## config.mk

```make
export PLATFORM = sky130hd
export DESIGN_NAME = psdq_ctrl
export DESIGN_NICKNAME = d
export VERILOG_FILES = /design/src/rtl/core/psdq_pkg.sv /design/src/rtl/core/psdq_ctrl.sv
export SDC_FILE = /design/constraint.sdc
export NUM_CORES = 1
export LEC_CHECK = 0
export BUFFER_PORTS_ARGS = -buffer_cell sky130_fd_sc_hd__buf_2
export CORE_MARGIN = 2
export CORE_UTILIZATION = 41
export DETAILED_ROUTE_END_ITERATION = 12
export GPL_TIMING_DRIVEN = 0
export HOLD_SLACK_MARGIN = 0.03
export PLACE_DENSITY_LB_ADDON = 0.25
export SLEW_MARGIN = 20
export SYNTH_ARGS = -nofsm -noshare
export SYNTH_HDL_FRONTEND = slang
export SYNTH_SLANG_ARGS = --single-unit
```

## constraint.sdc

```tcl
create_clock -name clock -period 1.79 [get_ports clock]
set_clock_uncertainty 0.05 [all_clocks]
set_input_delay 0.358 -clock clock [delete_from_list [all_inputs] [get_ports clock]]
set_output_delay 0.358 -clock clock [all_outputs]
set_load 0.01 [all_outputs]
```

## src/rtl/core/psdq_pkg.sv

```systemverilog
// psdq_pkg: shared types and constants for the per-socket packet delay queue
// no dependencies

package psdq_pkg;

   localparam logic OP_ENQUEUE = 1'b0;

   localparam logic [2:0] ST_ENQUEUED  = 3'd0;
   localparam logic [2:0] ST_DROPPED   = 3'd1;
   localparam logic [2:0] ST_DELIVERED = 3'd2;
   localparam logic [2:0] ST_EMPTY     = 3'd3;
   localparam logic [2:0] ST_NOT_DUE   = 3'd4;

   localparam logic [39:0] TIME_MAX = 40'hFF_FFFF_FFFF;
   localparam logic [9:0]  US_PER_MS = 10'd1000;

   typedef struct packed {
      logic [15:0] packet_handle;
      logic [47:0] source_address;
      logic [15:0] payload_size;
      logic [15:0] wire_size;
      logic        stream_flag;
   } desc_type;

   typedef struct packed {
      logic [2:0]  status;
      logic [15:0] out_handle;
      logic [47:0] out_source;
      logic [39:0] release_time;
      logic [15:0] out_payload_size;
      logic [15:0] out_wire_size;
      logic        out_stream_flag;
   } rsp_type;

   // controller to datapath
   typedef struct packed {
      logic capture;     // latch request, start free search
      logic mul;         // compute release time
      logic scan;        // free search step
      logic rd_head;     // read head entry
      logic rd_next;     // start walk after head
      logic wr_new;      // write new entry
      logic link_head;   // new entry becomes head
      logic link_after;  // new entry links to next
      logic link_prev;   // prev links to new entry
      logic advance;     // prev <= next
      logic pop;         // pop head
      logic set_rsp;     // load response
   } cmd_type;

   // datapath to controller
   typedef struct packed {
      logic is_enq;
      logic sock_bad;
      logic scan_done;
      logic pool_full;
      logic head_nil;
      logic head_later;  // head time > rel
      logic head_not_due;
      logic next_nil;
      logic next_earlier; // next time < rel
   } stat_type;

endpackage

```

## src/rtl/core/psdq_ctrl.sv

```systemverilog
// psdq_ctrl: sequencer for enqueue walk and dequeue pop
// depends on psdq_pkg

module psdq_ctrl (
   input  logic                 clock,
   input  logic                 reset,
   input  logic                 req_fire,
   output logic                 req_ready,
   input  logic                 rsp_full,
   input  psdq_pkg::stat_type   stat,
   output psdq_pkg::cmd_type    cmd
);
   typedef enum logic [9:0] {
      S_IDLE  = 10'b0000000001,
      S_SCAN  = 10'b0000000010,
      S_HEAD  = 10'b0000000100,
      S_HWAIT = 10'b0000001000,
      S_HDEC  = 10'b0000010000,
      S_NWAIT = 10'b0000100000,
      S_NDEC  = 10'b0001000000,
      S_DONE  = 10'b0010000000,
      S_DEQ   = 10'b0100000000,
      S_LINK  = 10'b1000000000
   } state_type;

   state_type state_ff, state_in;

   assign req_ready = (state_ff == S_IDLE) && !rsp_full;

   always_comb begin
      state_in = state_ff;
      cmd = '0;
      unique case (state_ff)
         S_IDLE: begin
            if (req_fire) begin
               cmd.capture = 1'b1;
               state_in = S_SCAN;
            end
         end
         S_SCAN: begin
            cmd.scan = 1'b1;
            cmd.mul = 1'b1;
            cmd.rd_head = 1'b1;
            if (!stat.is_enq) begin
               state_in = S_HWAIT;
            end else if (stat.scan_done) begin
               state_in = S_HEAD;
            end
         end
         S_HEAD: begin
            if (stat.sock_bad || stat.pool_full) begin
               cmd.set_rsp = 1'b1;
               state_in = S_DONE;
            end else begin
               cmd.rd_head = 1'b1;
               cmd.wr_new = 1'b1;
               state_in = S_HWAIT;
            end
         end
         S_HWAIT: begin
            cmd.rd_head = 1'b1;
            state_in = stat.is_enq ? S_HDEC : S_DEQ;
         end
         S_HDEC: begin
            if (stat.head_nil || stat.head_later) begin
               cmd.link_head = 1'b1;
               cmd.set_rsp = 1'b1;
               state_in = S_DONE;
            end else begin
               cmd.rd_next = 1'b1;
               state_in = S_NWAIT;
            end
         end
         S_NWAIT: begin
            state_in = S_NDEC;
         end
         S_NDEC: begin
            if (stat.next_nil || !stat.next_earlier) begin
               cmd.link_after = 1'b1;
               cmd.set_rsp = 1'b1;
               state_in = S_LINK;
            end else begin
               cmd.advance = 1'b1;
               state_in = S_NWAIT;
            end
         end
         S_LINK: begin
            cmd.link_prev = 1'b1;
            state_in = S_IDLE;
         end
         S_DEQ: begin
            if (!stat.sock_bad && !stat.head_nil && !stat.head_not_due) begin
               cmd.pop = 1'b1;
            end
            cmd.set_rsp = 1'b1;
            state_in = S_DONE;
         end
         S_DONE: begin
            state_in = S_IDLE;
         end
         default: begin
            state_in = S_IDLE;
         end
      endcase
   end

   always_ff @(posedge clock) begin
      if (reset) begin
         state_ff <= S_IDLE;
      end else begin
         state_ff <= state_in;
      end
   end
endmodule

```

==> impl_metrics.ini, run 1 <==
[run_status]
status = finished, violations left
violations = negative setup slack

[setup_path]
cp-start-kind = flop
startpoint = state_ff[1]$_SDFFE_PP0P_
worstPathRequired_ps = 1380
crit_path_end_kind = primary output
critPathMaxFanout = 5
r2r_cells = 4
crit_arrival_ps = 1770
r2r_slack_ps = -230
timing.rr.end = state_ff[5]$_SDFFE_PP0P_
r2r-start = state_ff[5]$_SDFFE_PP0P_
critPathKind = flop to primary output

[floorplanning]
dieArea_mm2 = 0.00191
rows = 14
die_w_um = 43.7
start_util_pct = 43.4
io-pin-count = 26
core_mm2 = 0.00149
die_h_um = 43.7

[logic_synthesis]
synth_common_cells = dfxtp_1 (10), nor2_1 (10), nor3_1 (6), or3_1 (6)
ys_top_cells_by_area = dfxtp_1 (31%), nor2_1 (5.8%), or3_1 (5.8%)
yosysWarnings = 0
yosysSeqAreaShare_pct = 30.9
syn_nets = 97
syn_area_per_cell_um2 = 7.70
synth_cells = 84
synth_cell_type_count = 30
ys_ff_latch = 10
yosysTopAreaCellShare_pct = 30.9
syn_area_um2 = 647
synth_edf_count = 0
synth_async_sr_flop_share_pct = 0
yosys.area.top_type = dfxtp_1
synth_flop_cell = dfxtp_1

[pwr]
p_sw_uw = 170
intPower_uw = 431
switching_share_pct = 28.2
power.density_mw_per_mm2 = 534
p_clk_share_pct = 34.5
p_seq_share_pct = 38.9
combPwrFrac_pct = 26.6
ir_drop_mv = 0.605
p_leak_uw = 0.000509

[sta]
slew_violations = 0
relSlewSlack_pct = 80.5
fin_crit_ps = 2180
worst_slew_pin_slew_ps = 289
rsz0062_at_grt = yes
fin_ws_ps = -387
max_freq_ghz = 0.459
finalCritPeriodShare_pct = 122
tns_ps = -4140
setup_violations = 18
finalHoldViolations = 0

[global_routing]
grt_pass1_vias = 780
grt_overflow = 0
grt_pass1_wl_um = 3300
grt_max_degree = 10
antenna_found_initial = 0
grt_usage_pct = 24.2

[clock_tree]
clockBufferDepth = 2
clock-sinks = 10
cts_root_buf = clkbuf_4
htree_levels = 1
clk_latency_ps = 270
cts_tree = done
cts-buffers-inserted = 3
path_clk_slew_ps = 70

[route]
vias = 805
routed_via_density = 5.71
drc_errors = 0
wirelength_um = 2160
antenna_left = 0
first_pass_iters = 4
avgRoutedWirePerCell_um = 15.3
drtIter0Drc = 36

[placement]
place_ws_ps = -458
port_buffers = 25
gp_congestion = 0.796
dp.final_hpwl_um = 1220

[final_layout]
drive_above_1_share_pct = 62.4
layout.nets = 139
syn2layout_area_growth_pct = 73.9
antennaDiodeCount = 0
nFillCells = 98
reg.largest.list = state_ff (10)
multi_input_area_um2 = 547
regArea_um2 = 219
largest_reg_flops = 10
regMostFlops = state_ff

[worst_hold_path]
hold_depth = 2
hold_class = input pin to flop
min_from = stat[8]
min_to = state_ff[8]$_SDFFE_PP0P_

[job]
drv_cap = 0
[power by group through the flow]
stage	sequential (µW)	combinational, µW	clock [µW]
after global routing	234	171	222
after floorplan	242	60.2	0
after global placement	244	93.6	0
after detailed placement	244	95.5	0
after CTS	235	140	209
final	233	160	207
[what timing repair did]
item	4_1_cts	5_1_grt
hold buffers	0	0
setup endpoints to repair	19	18
resized for setup	29	15
pin swaps	11	8
setup buffers	13	3
[cells by family (layout without fill, tap and decap cells)]
logic type	Yosys count	after routing	synth area share, %
AOI/OAI and AO/OA	13	13	13.9
xor gates and xnor gates	3	3	4.06
buffers and inverters	8	49	5.42
DFF	10	10	30.9
and+or+nand+nor	50	50	45.6
[through the flow]
step | instance area [µm²] | power [µW] | utilization (%) | cells | hold slack [ps]
final | 1120 | 601 | 75.5 | 141 | 255
after global routing | 1120 | 627 | 75.5 | 141 | 250
after CTS | 1040 | 584 | 70.1 | 139 | 236
after detailed placement | 818 | 340 | 55.0 | 125 | 499
after global placement | 818 | 338 | 55.0 | 125 | 485
after floorplan | 673 | 302 | - | 84 | 384
[critical path, stage by stage, from the launching register on]
cell      delay (ps)
dfxtp_4          350
buf_4            140
nor4_4           160
nand3b_1         190
or3_4            460
nand3_2          100
buf_6            100
[cell type report]
type | count | area share [%]
plain buffers | 1 | 1.00
repair buffers | 40 | 24.6
inverters | 4 | 1.33
multi-input cells | 66 | 48.6
flip-flops and latches | 10 | 19.5
well taps | 16 | 1.78
clock buffers | 4 | 3.23
[cells in the final DEF, fill, tap and decap left out, drive strengths merged, types with 3 or more instances in the layout]
master  count
buf        41
clkbuf      4
dfxtp      10
inv         4
nand2       3
nand3       4
nor2       10
nor3        6
nor4        5
o21ai       5
or3         6
[per-layer routing]
layer  wire length, µm  vias up  GRT usage [%]
met3               113       14           7.08
met1               902      359           28.2
li1                  -      397              -
met4                91        0           15.2
met2              1050       35           38.5
met5                 0        -              0
[worst max path at each step]
stage               slack (ps)                  endpoint  depth (start not counted)
floorplan                 -100  state_ff[5]$_SDFFE_PP0P_                          5
global placement          -460                    cmd[0]                          5
detailed placement        -460                    cmd[0]                          5
CTS                       -360                   cmd[10]                          6
global route              -450                    cmd[8]                          5
finish                    -390                    cmd[0]                          6
No activity file was read; power rests on OpenSTA's default activity.
==> run 2: changes to the inputs <==
==> constraint.sdc (replaced) <==
create_clock -name clock -period 1.8 [get_ports clock]
set_clock_uncertainty 0.05 [all_clocks]
set_input_delay 0.36 -clock clock [delete_from_list [all_inputs] [get_ports clock]]
set_output_delay 0.36 -clock clock [all_outputs]
set_load 0.01 [all_outputs]
==> run 2 against run 1 <==
Combinational power fell by 15%; critical path type unchanged; die area did not move; largest cell class unchanged; critical endpoint is now cmd[10]; via count fell by 0.12%; the flow still finishes with violations (negative setup slack); count of clock-buffer cells in the layout did not move; largest power group unchanged; power fell by 3.6%.
==> impl_metrics.ini, run 2 (synthesized netlist as in run 1, its figures left out) <==
[placement]
gp_congestion = 0.811
place_ws_ps = -434
dp.final_hpwl_um = 1200
place_area_um2 = 818
port_buffers = 25

[setup_path]
worstPathRequired_ps = 1390
crit_path_end_kind = primary output
crit_arrival_ps = 1790
cp-start-kind = flop
critPathKind = flop to primary output
critPathMaxFanout = 7

[sta]
max_freq_ghz = 0.455
slew_violations = 0
worst_slew_pin_slew_ps = 280
fin_ws_ps = -400
rsz0062_at_grt = yes
relSlewSlack_pct = 81.1
finalHoldViolations = 0
finalCritPeriodShare_pct = 122
setup_violations = 18
fin_crit_ps = 2200

[pwr]
intPower_uw = 418
p_sw_uw = 161
switching_share_pct = 27.8
p_clk_share_pct = 35.5
combPwrFrac_pct = 23.5
p_leak_uw = 0.000484
ir_drop_mv = 0.437
p_seq_share_pct = 41.0
power.density_mw_per_mm2 = 548

[final_layout]
syn2layout_area_growth_pct = 63.2
mostFrequentLayoutCells = buf_2 (22), buf_4 (11), nor2_1 (7)
reg.largest.list = state_ff (10)
antennaDiodeCount = 0
multi_input_area_um2 = 517
final_area_mm2 = 0.00106
nFillCells = 120
layout.nets = 136
final_common_cell = buf_2
largest_reg_flops = 10
regArea_um2 = 219
regMostFlops = state_ff
drive_above_1_share_pct = 59.0

[clock_tree]
clockBufferDepth = 2
clk_latency_ps = 280
ctsHoldBuffers = 0
clock-sinks = 10
cts-buffers-inserted = 3
cts_tree = done
path_clk_slew_ps = 70
cts_root_buf = clkbuf_4
htree_levels = 1

[global_routing]
grt_overflow = 0
grt_pass1_vias = 632
grt_usage_pct = 22.0
grt_max_degree = 10
antenna_found_initial = 0
grt_pass1_wl_um = 3010

[floorplanning]
io-pin-count = 26
die_w_um = 43.7
start_util_pct = 43.4
dieArea_mm2 = 0.00191
core_mm2 = 0.00149
rows = 14
die_h_um = 43.7

[route]
drc_errors = 0
drtIter0Drc = 19
first_pass_iters = 4
avgRoutedWirePerCell_um = 15.3
antenna_left = 0
routed_via_density = 5.83
wirelength_um = 2120
vias = 804

[worst_hold_path]
hold_class = input pin to flop

[run_status]
status = finished, violations left
violations = negative setup slack

[job]
drv_cap = 0
[run 2: changes by cell type in the layout (fill, tap and decap cells not counted), moves of 2 or more]
cell | previous run | this run
buf_6 | 8 | 5
and3_1 | 0 | 2
buf_4 | 13 | 11
and3_4 | 2 | 0
buf_2 | 20 | 22
[run 2: cell type report]
| class | count | share of cell area [%] |
|---|---|---|
| multi-input combinational | 66 | 48.9 |
| sequential | 10 | 20.7 |
| clock buffer | 4 | 3.44 |
| buffer | 1 | 1.07 |
| timing repair buffer | 37 | 22.5 |
| tap | 16 | 1.90 |
| inverter | 4 | 1.42 |
[run 2: worst paths after layout]
check                           start                       end  slack [ps]  cells after the start
min                          req_fire  state_ff[0]$_SDFFE_PP1P_         240                      2
max reg2reg  state_ff[5]$_SDFFE_PP0P_  state_ff[5]$_SDFFE_PP0P_        -280                      4
max          state_ff[5]$_SDFFE_PP0P_                   cmd[10]        -400                      6
min reg2reg  state_ff[5]$_SDFFE_PP0P_  state_ff[6]$_SDFFE_PP0P_         480                      2
[run 2: power by group through the flow]
stage | clock network (µW) | registers (µW) | logic, µW
after CTS | 210 | 238 | 121
after detailed placement | 0 | 243 | 94.5
after global placement | 0 | 243 | 93.1
final | 205 | 238 | 136
after floorplan | 0 | 240 | 59.8
after global routing | 227 | 238 | 148
[run 2: worst max-delay path: stages, from the launching register on]
cell and delay [ps]:
dfxtp_4 380, nor3_4 210, nand3_2 120, or4b_4 540, inv_2 90, buf_6 90, buf_6 90
[run 2: through the flow]
stage / utilization, % / setup TNS (ps) / hold slack (ps) / std cells / power [µW]
5_1_grt: 70.9 / -5980 / 240 / 138 / 613
2_1_floorplan: - / -339 / 386 / 84 / 300
3_5_place_dp: 55.0 / -3140 / 506 / 125 / 338
4_1_cts: 65.5 / -3820 / 233 / 135 / 569
3_3_place_gp: 55.0 / -2950 / 485 / 125 / 336
6_report: 70.9 / -4730 / 236 / 138 / 579
[run 2: metal layers]
| metal | GRT usage, % | wire length (µm) |
|---|---|---|
| met1 | 29.0 | 878 |
| met2 | 32.6 | 1100 |
| met3 | 8.75 | 127 |
| met4 | 7.27 | 14 |
| met5 | 0 | 0 |
[run 2: repair_timing]
item,CTS,global route
pin swaps,6,3
resized for setup,20,15
endpoints found under the setup margin,19,18
setup buffers,9,4
